===== config.mk =====
export PLATFORM = sky130hd
export DESIGN_NAME = cbor_item_validator_unit
export DESIGN_NICKNAME = d
export VERILOG_FILES = /design/src/civ_pkg.sv /design/src/cbor_item_validator_unit.sv
export SDC_FILE = /design/constraint.sdc
export NUM_CORES = 1
export LEC_CHECK = 0
export ABC_CLOCK_PERIOD_IN_PS = 9900
export BUFFER_PORTS_ARGS = -buffer_cell sky130_fd_sc_hd__buf_2
export CAP_MARGIN = 20
export CORE_MARGIN = 2
export CORE_UTILIZATION = 68
export DETAILED_ROUTE_END_ITERATION = 6
export PLACE_DENSITY = 0.86
export SLEW_MARGIN = 0
export SYNTH_ARGS = -nofsm -noshare
export SYNTH_HDL_FRONTEND = slang
export SYNTH_SLANG_ARGS = --single-unit

===== constraint.sdc =====
create_clock -name i_clk -period 9.9 [get_ports i_clk]
set_input_delay 1.485 -clock i_clk [delete_from_list [all_inputs] [get_ports i_clk]]
set_output_delay 1.485 -clock i_clk [all_outputs]
set_load 0.01 [all_outputs]

===== src/civ_pkg.sv =====
// shared constants, types and codes for the cbor item validator
// no dependencies
`timescale 1ns / 1ps
`default_nettype none

package civ_pkg;

    localparam int MAX_NEST  = 8;
    localparam int MAX_ITEMS = 64;

    localparam int DEPTH_W = 4;
    localparam int ITEMS_W = 7;
    localparam int CFG_W   = 7;
    localparam int IDX_W   = 2;
    localparam int OPEN_W  = $clog2(MAX_NEST + 1);
    localparam int LVL_W   = (MAX_NEST > 1) ? $clog2(MAX_NEST) : 1;
    localparam int CNT_W   = 8;
    localparam int ARG_W   = 32;

    localparam logic [IDX_W-1:0] CFG_DEPTH_LIMIT = IDX_W'(0);
    localparam logic [IDX_W-1:0] CFG_ITEM_LIMIT  = IDX_W'(1);

    localparam logic [2:0] MT_UINT  = 3'd0;
    localparam logic [2:0] MT_NINT  = 3'd1;
    localparam logic [2:0] MT_BYTES = 3'd2;
    localparam logic [2:0] MT_TEXT  = 3'd3;
    localparam logic [2:0] MT_ARRAY = 3'd4;
    localparam logic [2:0] MT_MAP   = 3'd5;
    localparam logic [2:0] MT_TAG   = 3'd6;
    localparam logic [2:0] MT_OTHER = 3'd7;

    localparam logic [4:0] AI_ONE_BYTE = 5'd24;
    localparam logic [4:0] AI_TWO_BYTE = 5'd25;
    localparam logic [4:0] AI_RESERVED = 5'd27;

    typedef enum logic [3:0] {
        PH_HEAD    = 4'b0001,
        PH_ARG     = 4'b0010,
        PH_PAYLOAD = 4'b0100,
        PH_DISCARD = 4'b1000
    } t_phase;

    typedef enum logic [1:0] {
        ST_BUSY    = 2'd0,
        ST_DONE    = 2'd1,
        ST_ERROR   = 2'd2,
        ST_DISCARD = 2'd3
    } t_status;

endpackage

`default_nettype wire


===== src/cbor_item_validator_unit.sv =====
// Usage:
//   Bytes of a cbor buffer enter on the input channel (i_in_valid / o_in_ready),
//   one word per byte with i_last_byte set on the final byte of the buffer.
//   Every byte yields exactly one result word on the output channel
//   (o_out_valid / i_out_ready): o_status and o_open_depth.
//   An accepted byte sits in an input register, is decoded combinationally
//   against the parse state and lands in the result register once that
//   register is empty or being read by the receiver.
//   Throughput is one byte per cycle while i_out_ready is high; the container
//   close chain is one priority pick over the eight-entry child count stack.
//   When the receiver stalls the result register holds, the input register
//   fills and then o_in_ready drops; nothing is lost or repeated.
//   Reset (i_rst_n low at a clock edge) empties both registers, clears the
//   parse state and sets depth_limit to 8 and item_limit to 64.
//   Registers are written through i_cfg_we / i_cfg_index / i_cfg_data,
//   index 0 depth_limit and index 1 item_limit; other indexes are ignored.
// Depends on civ_pkg.
`timescale 1ns / 1ps
`default_nettype none

module cbor_item_validator_unit
    import civ_pkg::*;
(
    input  wire logic               i_clk,
    input  wire logic               i_rst_n,
    input  wire logic               i_in_valid,
    output logic                    o_in_ready,
    input  wire logic [7:0]         i_data_byte,
    input  wire logic               i_last_byte,
    output logic                    o_out_valid,
    input  wire logic               i_out_ready,
    output logic [1:0]              o_status,
    output logic [DEPTH_W-1:0]      o_open_depth,
    input  wire logic               i_cfg_we,
    input  wire logic [IDX_W-1:0]   i_cfg_index,
    input  wire logic [CFG_W-1:0]   i_cfg_data
);

    logic [DEPTH_W-1:0] r_depth_limit;
    logic [ITEMS_W-1:0] r_item_limit;

    logic               r_in_valid;
    logic [7:0]         r_byte;
    logic               r_last;

    logic               r_out_valid;
    t_status            r_status;
    logic [DEPTH_W-1:0] r_depth;

    t_phase             r_phase;
    logic [2:0]         r_head_major;
    logic [4:0]         r_head_info;
    logic [2:0]         r_arg_left;
    logic [ARG_W-1:0]   r_arg_value;
    logic [ARG_W-1:0]   r_payload_left;
    logic [OPEN_W-1:0]  r_open_levels;
    logic [CNT_W-1:0]   r_child_counts [MAX_NEST];

    t_phase             n_phase;
    logic [2:0]         n_head_major;
    logic [4:0]         n_head_info;
    logic [2:0]         n_arg_left;
    logic [ARG_W-1:0]   n_arg_value;
    logic [ARG_W-1:0]   n_payload_left;
    logic [OPEN_W-1:0]  n_open_levels;
    t_status            n_status;
    logic [DEPTH_W-1:0] n_depth;

    logic               cnt_we;
    logic [LVL_W-1:0]   cnt_idx;
    logic [CNT_W-1:0]   cnt_val;

    logic               advance;
    logic [OPEN_W:0]    nest_cap;
    logic [ITEMS_W:0]   count_cap;

    logic               pop_found;
    logic [LVL_W-1:0]   pop_idx;
    logic [OPEN_W-1:0]  pop_open;

    always_comb begin
        advance    = r_in_valid && (!r_out_valid || i_out_ready);
        o_in_ready = !r_in_valid || advance;
    end

    always_comb begin
        if ({1'b0, r_depth_limit} < (DEPTH_W + 1)'(MAX_NEST)) begin
            nest_cap = (OPEN_W + 1)'(r_depth_limit);
        end else begin
            nest_cap = (OPEN_W + 1)'(MAX_NEST);
        end
        if ({1'b0, r_item_limit} < (ITEMS_W + 1)'(MAX_ITEMS)) begin
            count_cap = {1'b0, r_item_limit};
        end else begin
            count_cap = (ITEMS_W + 1)'(MAX_ITEMS);
        end
    end

    // closing chain: the deepest open level whose count stays above zero
    always_comb begin
        pop_found = 1'b0;
        pop_idx   = '0;
        for (int i = 0; i < MAX_NEST; i++) begin
            if ((OPEN_W + 1)'(i) < {1'b0, r_open_levels} &&
                r_child_counts[i] > CNT_W'(1)) begin
                pop_found = 1'b1;
                pop_idx   = LVL_W'(i);
            end
        end
        pop_open = pop_found ? OPEN_W'({1'b0, pop_idx} + (LVL_W + 1)'(1)) : '0;
    end

    always_comb begin
        logic             ok;
        logic             item_done;
        logic             head_complete;
        logic [ARG_W-1:0] hval;
        logic [2:0]       cur_major;
        logic [2:0]       major;
        logic [4:0]       info;
        logic [ARG_W-1:0] av;
        logic [2:0]       left_dec;
        logic [ARG_W-1:0] pl_dec;

        n_phase        = r_phase;
        n_head_major   = r_head_major;
        n_head_info    = r_head_info;
        n_arg_left     = r_arg_left;
        n_arg_value    = r_arg_value;
        n_payload_left = r_payload_left;
        n_open_levels  = r_open_levels;
        n_status       = ST_BUSY;
        n_depth        = '0;
        cnt_we         = 1'b0;
        cnt_idx        = pop_idx;
        cnt_val        = r_child_counts[pop_idx] - CNT_W'(1);

        ok            = 1'b1;
        item_done     = 1'b0;
        head_complete = 1'b0;
        hval          = '0;
        cur_major     = r_head_major;
        major         = r_byte[7:5];
        info          = r_byte[4:0];
        av            = {r_arg_value[ARG_W-9:0], r_byte};
        left_dec      = (r_arg_left != 3'd0) ? r_arg_left - 3'd1 : 3'd0;
        pl_dec        = (r_payload_left != '0) ? r_payload_left - ARG_W'(1) : '0;

        case (r_phase)
            PH_HEAD: begin
                n_head_major = major;
                n_head_info  = info;
                cur_major    = major;
                if ({1'b0, r_open_levels} > nest_cap || major == MT_TAG ||
                    info >= AI_RESERVED ||
                    (major == MT_OTHER && info >= AI_ONE_BYTE)) begin
                    ok = 1'b0;
                end else if (info < AI_ONE_BYTE) begin
                    head_complete = 1'b1;
                    hval          = ARG_W'(info);
                end else begin
                    n_arg_left  = (info == AI_ONE_BYTE) ? 3'd1 :
                                  ((info == AI_TWO_BYTE) ? 3'd2 : 3'd4);
                    n_arg_value = '0;
                    n_phase     = PH_ARG;
                end
            end
            PH_ARG: begin
                n_arg_value = av;
                n_arg_left  = left_dec;
                if (left_dec == 3'd0) begin
                    if (r_head_info == AI_ONE_BYTE) begin
                        ok = av >= ARG_W'(24);
                    end else if (r_head_info == AI_TWO_BYTE) begin
                        ok = av > ARG_W'(16'h00ff);
                    end else begin
                        ok = av > ARG_W'(32'h0000_ffff);
                    end
                    head_complete = ok;
                    hval          = av;
                end
            end
            PH_PAYLOAD: begin
                n_payload_left = pl_dec;
                item_done      = (pl_dec == '0);
            end
            default: begin
                ok = 1'b1;
            end
        endcase

        if (head_complete) begin
            case (cur_major)
                MT_UINT, MT_NINT, MT_OTHER: begin
                    item_done = 1'b1;
                end
                MT_BYTES, MT_TEXT: begin
                    if (hval == '0) begin
                        item_done = 1'b1;
                    end else begin
                        n_payload_left = hval;
                        n_phase        = PH_PAYLOAD;
                    end
                end
                MT_ARRAY, MT_MAP: begin
                    if (hval > ARG_W'(count_cap)) begin
                        ok = 1'b0;
                    end else if (hval == '0) begin
                        item_done = 1'b1;
                    end else if ({1'b0, r_open_levels} >= nest_cap) begin
                        ok = 1'b0;
                    end else begin
                        cnt_we        = 1'b1;
                        cnt_idx       = r_open_levels[LVL_W-1:0];
                        cnt_val       = (cur_major == MT_MAP) ? {hval[CNT_W-2:0], 1'b0}
                                                              : hval[CNT_W-1:0];
                        n_open_levels = r_open_levels + OPEN_W'(1);
                        n_phase       = PH_HEAD;
                    end
                end
                default: begin
                    ok = 1'b0;
                end
            endcase
        end

        if (item_done) begin
            n_phase       = PH_HEAD;
            n_open_levels = pop_open;
            cnt_we        = pop_found;
            cnt_idx       = pop_idx;
            cnt_val       = r_child_counts[pop_idx] - CNT_W'(1);
        end

        if (r_phase == PH_DISCARD) begin
            n_status = ST_DISCARD;
            if (r_last) begin
                n_phase       = PH_HEAD;
                n_open_levels = '0;
            end
        end else begin
            if (ok && r_last && (n_phase != PH_HEAD || n_open_levels != '0)) begin
                ok = 1'b0;
            end
            if (!ok) begin
                n_status      = ST_ERROR;
                n_open_levels = '0;
                n_phase       = r_last ? PH_HEAD : PH_DISCARD;
                cnt_we        = 1'b0;
            end else if (n_phase == PH_HEAD && n_open_levels == '0) begin
                n_status = ST_DONE;
            end else begin
                n_status = ST_BUSY;
                n_depth  = DEPTH_W'(n_open_levels);
            end
        end
    end

    always_ff @(posedge i_clk) begin
        if (!i_rst_n) begin
            r_depth_limit  <= DEPTH_W'(8);
            r_item_limit   <= ITEMS_W'(64);
            r_in_valid     <= 1'b0;
            r_out_valid    <= 1'b0;
            r_phase        <= PH_HEAD;
            r_head_major   <= '0;
            r_head_info    <= '0;
            r_arg_left     <= '0;
            r_arg_value    <= '0;
            r_payload_left <= '0;
            r_open_levels  <= '0;
        end else begin
            if (i_cfg_we) begin
                case (i_cfg_index)
                    CFG_DEPTH_LIMIT: r_depth_limit <= i_cfg_data[DEPTH_W-1:0];
                    CFG_ITEM_LIMIT:  r_item_limit  <= i_cfg_data[ITEMS_W-1:0];
                    default: begin
                        r_depth_limit <= r_depth_limit;
                    end
                endcase
            end
            if (o_in_ready) begin
                r_in_valid <= i_in_valid;
            end
            if (advance) begin
                r_out_valid    <= 1'b1;
                r_phase        <= n_phase;
                r_head_major   <= n_head_major;
                r_head_info    <= n_head_info;
                r_arg_left     <= n_arg_left;
                r_arg_value    <= n_arg_value;
                r_payload_left <= n_payload_left;
                r_open_levels  <= n_open_levels;
            end else if (i_out_ready) begin
                r_out_valid <= 1'b0;
            end
        end
    end

    always_ff @(posedge i_clk) begin
        if (o_in_ready && i_in_valid) begin
            r_byte <= i_data_byte;
            r_last <= i_last_byte;
        end
        if (advance) begin
            r_status <= n_status;
            r_depth  <= n_depth;
            if (cnt_we) begin
                r_child_counts[cnt_idx] <= cnt_val;
            end
        end
    end

    assign o_out_valid  = r_out_valid;
    assign o_status     = r_status;
    assign o_open_depth = r_depth;

endmodule

`default_nettype wire

==> run metrics <==
H-tree Lvls 4; combinational fraction of design power 0.148; worst r2r src r_open_levels[2]$_SDFFE_PN0P_; post-synthesis mux area share 0.06042; clock slew at reported path FFs 0.07 ns; fin area 0.01069 mm²; cell taking the most area after synthesis edfxtp_1; Mean Syn Cell Area 9.178 µm²; min-delay src r_head_info[1]$_SDFFE_PN0P_; Post-Syn Instances 1074; vias in the first global route 7912; Yosys top cell area share 0.2407; CTS tree yes; Slew @ Worst Pin 1.105 ns; YS warnings 0; final worst-path cycle share 0.5731; Hold WC Path Type reg -> reg; Async S/R FF share, synth 0; Die H 124.4 µm; Worst Setup End Kind flop; Pwr Density 159.5 mW/mm²; met3 Use GR 0.1173; ratio of cells with drive above 1 in the final layout 0.1247; IO Pins 31; DR vias/cell 7.090; Synth Area in Simple Gates 0.2345; Die Span X 124.4 µm; CP arrival 5.73 ns; count of input and output buffers 30; Fin. Hold Viols 0; Max stage delay on crit path 0.87 ns; synthesized-area fraction occupied by adder cells 0.02285; Crit. Startpoint r_open_levels[2]$_SDFFE_PN0P_; CTS buffer count 17; Routed WL 28200 µm; share of total power in the clock network 0.405; Netlist Area Pre-Place 0.009857 mm²; CTS Root Cell clkbuf_16; largest family of logic cells by synthesized area simple AND/OR/NAND/NOR gates; Internal 0.001213 W; sequential area share after synthesis 0.4194; post-synthesis compound-gate area fraction 0.1966; GR Layer Usage met2 0.4982; top_reg_cell synth dfxtp_1; Rel. slew slack 0.2615; top-count cell post-synth nand2_1; Hold WS 0.4816 ns; Most Used Layer, Global Route met1; fin util 0.7613; Congestion Overflow GR 0; CTS max path bufs 2; DR WL/cell 22.33 µm; 1st-pass router iterations 6; syn nets 1115; Max Slew Vio Count 0; # setup viols final 0; Worst setup SP type flop; Leak Pwr 3.824 nW; Max Cap Violations 0; switching power 0.0004925 W; post-CTS sizing 0; WS Path Type reg -> reg; Slowest-stage cell, CP nor4_2; first-pass GRT wire length 44200 µm; # rows 43; minimum clock period 5.674 ns; remaining antenna violation count 0; number of synthesized flops with an enable pin 79; largest net degree at the start of global routing 70; hold path depth 2; fin nets 1111; outcome finished, final reports clean; met1 Use GR 0.5434; die area 0.01547 mm²; worst vdd ir 0.1522 mV; CP Max Fanout 30; Critical Path RT 9.96 ns; Worst R2R Path Depth 16; Setup Buffers After CTS 0; Remaining DRCs 0; Synth area leaders edfxtp_1 (24%), dfxtp_1 (18%), mux2i_1 (5.6%); area of placed instances 0.01006 mm²; DR vias 8955; XOR/XNOR share of the synthesized area 0.01777; core area 0.01404 mm²; sequential power share 0.447; setup TNS 0 ns; synth-to-layout area growth 8.454%; crit-path cells ha_1, and4b_1, a2111oi_4, o221ai_1, nand2_1, nand2_1, inv_1, ha_1, nor2b_1, o211ai_1, a21oi_1, o32ai_1, nand3_1, nor2_4, a22oi_1, nor4_2; # clock sinks 167; Fin Clk Skew 0.01234 ns; GPL Wtd Cong 1.021; initial core utilization 0.7020; Fmax 176.2 MHz; RSZ-0062 raised after global routing false; DP Wirelength 19180 µm; gr usage total 0.3596; most frequent cells after synthesis nand2_1 (120), dfxtp_1 (88), edfxtp_1 (79); n_diodes 0; initial antenna violation count 0; sw frac 0.2888; Synth Register Bits 167; count of cell types in the netlist 96; # hold bufs at CTS 0; Clk Latency, worst-skew pair 0.44 ns; initial DRC count 1495
[placed cells by master (no fill, tap or decap), types with 17 or more instances in the layout]
master,instances
nand2_1,120
dfxtp_1,88
edfxtp_1,79
nor2_1,70
mux2i_1,55
nand3_1,54
nor3_1,52
o21ai_0,50
a21oi_1,47
a21boi_0,36
nor2b_1,31
nor4_1,31
buf_2,30
inv_1,22
buf_4,22
a211oi_1,21
ha_1,18
clkbuf_16,17
[sequential cells by signal, indices dropped and copies added (netlist names)]
register	cells
r_open_levels	4
r_arg_left	3
r_arg_value	24
o_status	2
r_last	1
o_open_depth	4
r_payload_left	32
r_phase	4
r_head_major	3
r_item_limit	7
r_head_info	5
r_in_valid	1
r_child_counts	64
o_out_valid	1
r_byte	8
r_depth_limit	4
[power groups by stage]
stage / clock [W] / sequential, W / combinational [W]
3_3_place_gp: 0 / 0.000775 / 0.000237
2_1_floorplan: 0 / 0.000765 / 0.000195
6_report: 0.000691 / 0.000762 / 0.000252
3_5_place_dp: 0 / 0.000776 / 0.000241
4_1_cts: 0.000694 / 0.000761 / 0.000244
5_1_grt: 0.000725 / 0.000764 / 0.000270
[worst max-delay path, delay by kind of cell (launching register included)]
family / cells / cell delay (ns)
and+or+nand+nor: 7 / 2.45
AOI/OAI and AO/OA: 6 / 1.51
DFF: 1 / 0.62
adders and majority gates: 2 / 0.58
buffers and inverters: 1 / 0.12
[worst paths after layout]
kind,end,slack (ns)
max reg2reg,r_child_counts[6][3]$_DFFE_PP_,4.23
min,r_head_info[1]$_SDFFE_PN0P_,0.48
max,r_child_counts[6][3]$_DFFE_PP_,4.23
min reg2reg,r_head_info[1]$_SDFFE_PN0P_,0.48
[stage by stage]
| stage | setup WS, ns | std cells | total power, W |
|---|---|---|---|
| after global placement | 4.541 | 1229 | 0.001012 |
| after detailed placement | 4.348 | 1229 | 0.001017 |
| final | 4.226 | 1263 | 0.001705 |
| after floorplan | 4.895 | 1074 | 0.0009599 |
| after global routing | 3.905 | 1263 | 0.001758 |
| after CTS | 4.337 | 1261 | 0.001698 |
[final cells by class]
type                    count  area [µm²]
multi-input cells         806        5298
flip-flops and latches    167        4134
fillers                   968        3352
clock buffers              18       429.2
repair buffers             53       322.8
well taps                 180       225.2
clock inverters            14       187.7
inverters                  25       93.84
[logic make-up (layout without fill, tap and decap cells)]
| group | Yosys count | count (layout) |
|---|---|---|
| AO/OA/AOI/OAI | 266 | 266 |
| flip-flops | 167 | 167 |
| AND/OR/NAND/NOR | 443 | 443 |
| XOR/XNOR | 20 | 20 |
| buffers and inverters | 101 | 110 |
| multiplexers | 59 | 59 |
| adder cells (fa/ha/maj) | 18 | 18 |
[routing by layer]
metal  part of all wire  wire length (µm)
met1               0.41             11610
met2               0.42             11900
met3               0.15              4149
met4              0.019               533
met5                  0                 0
No activity file was read; power rests on OpenSTA's default activity.
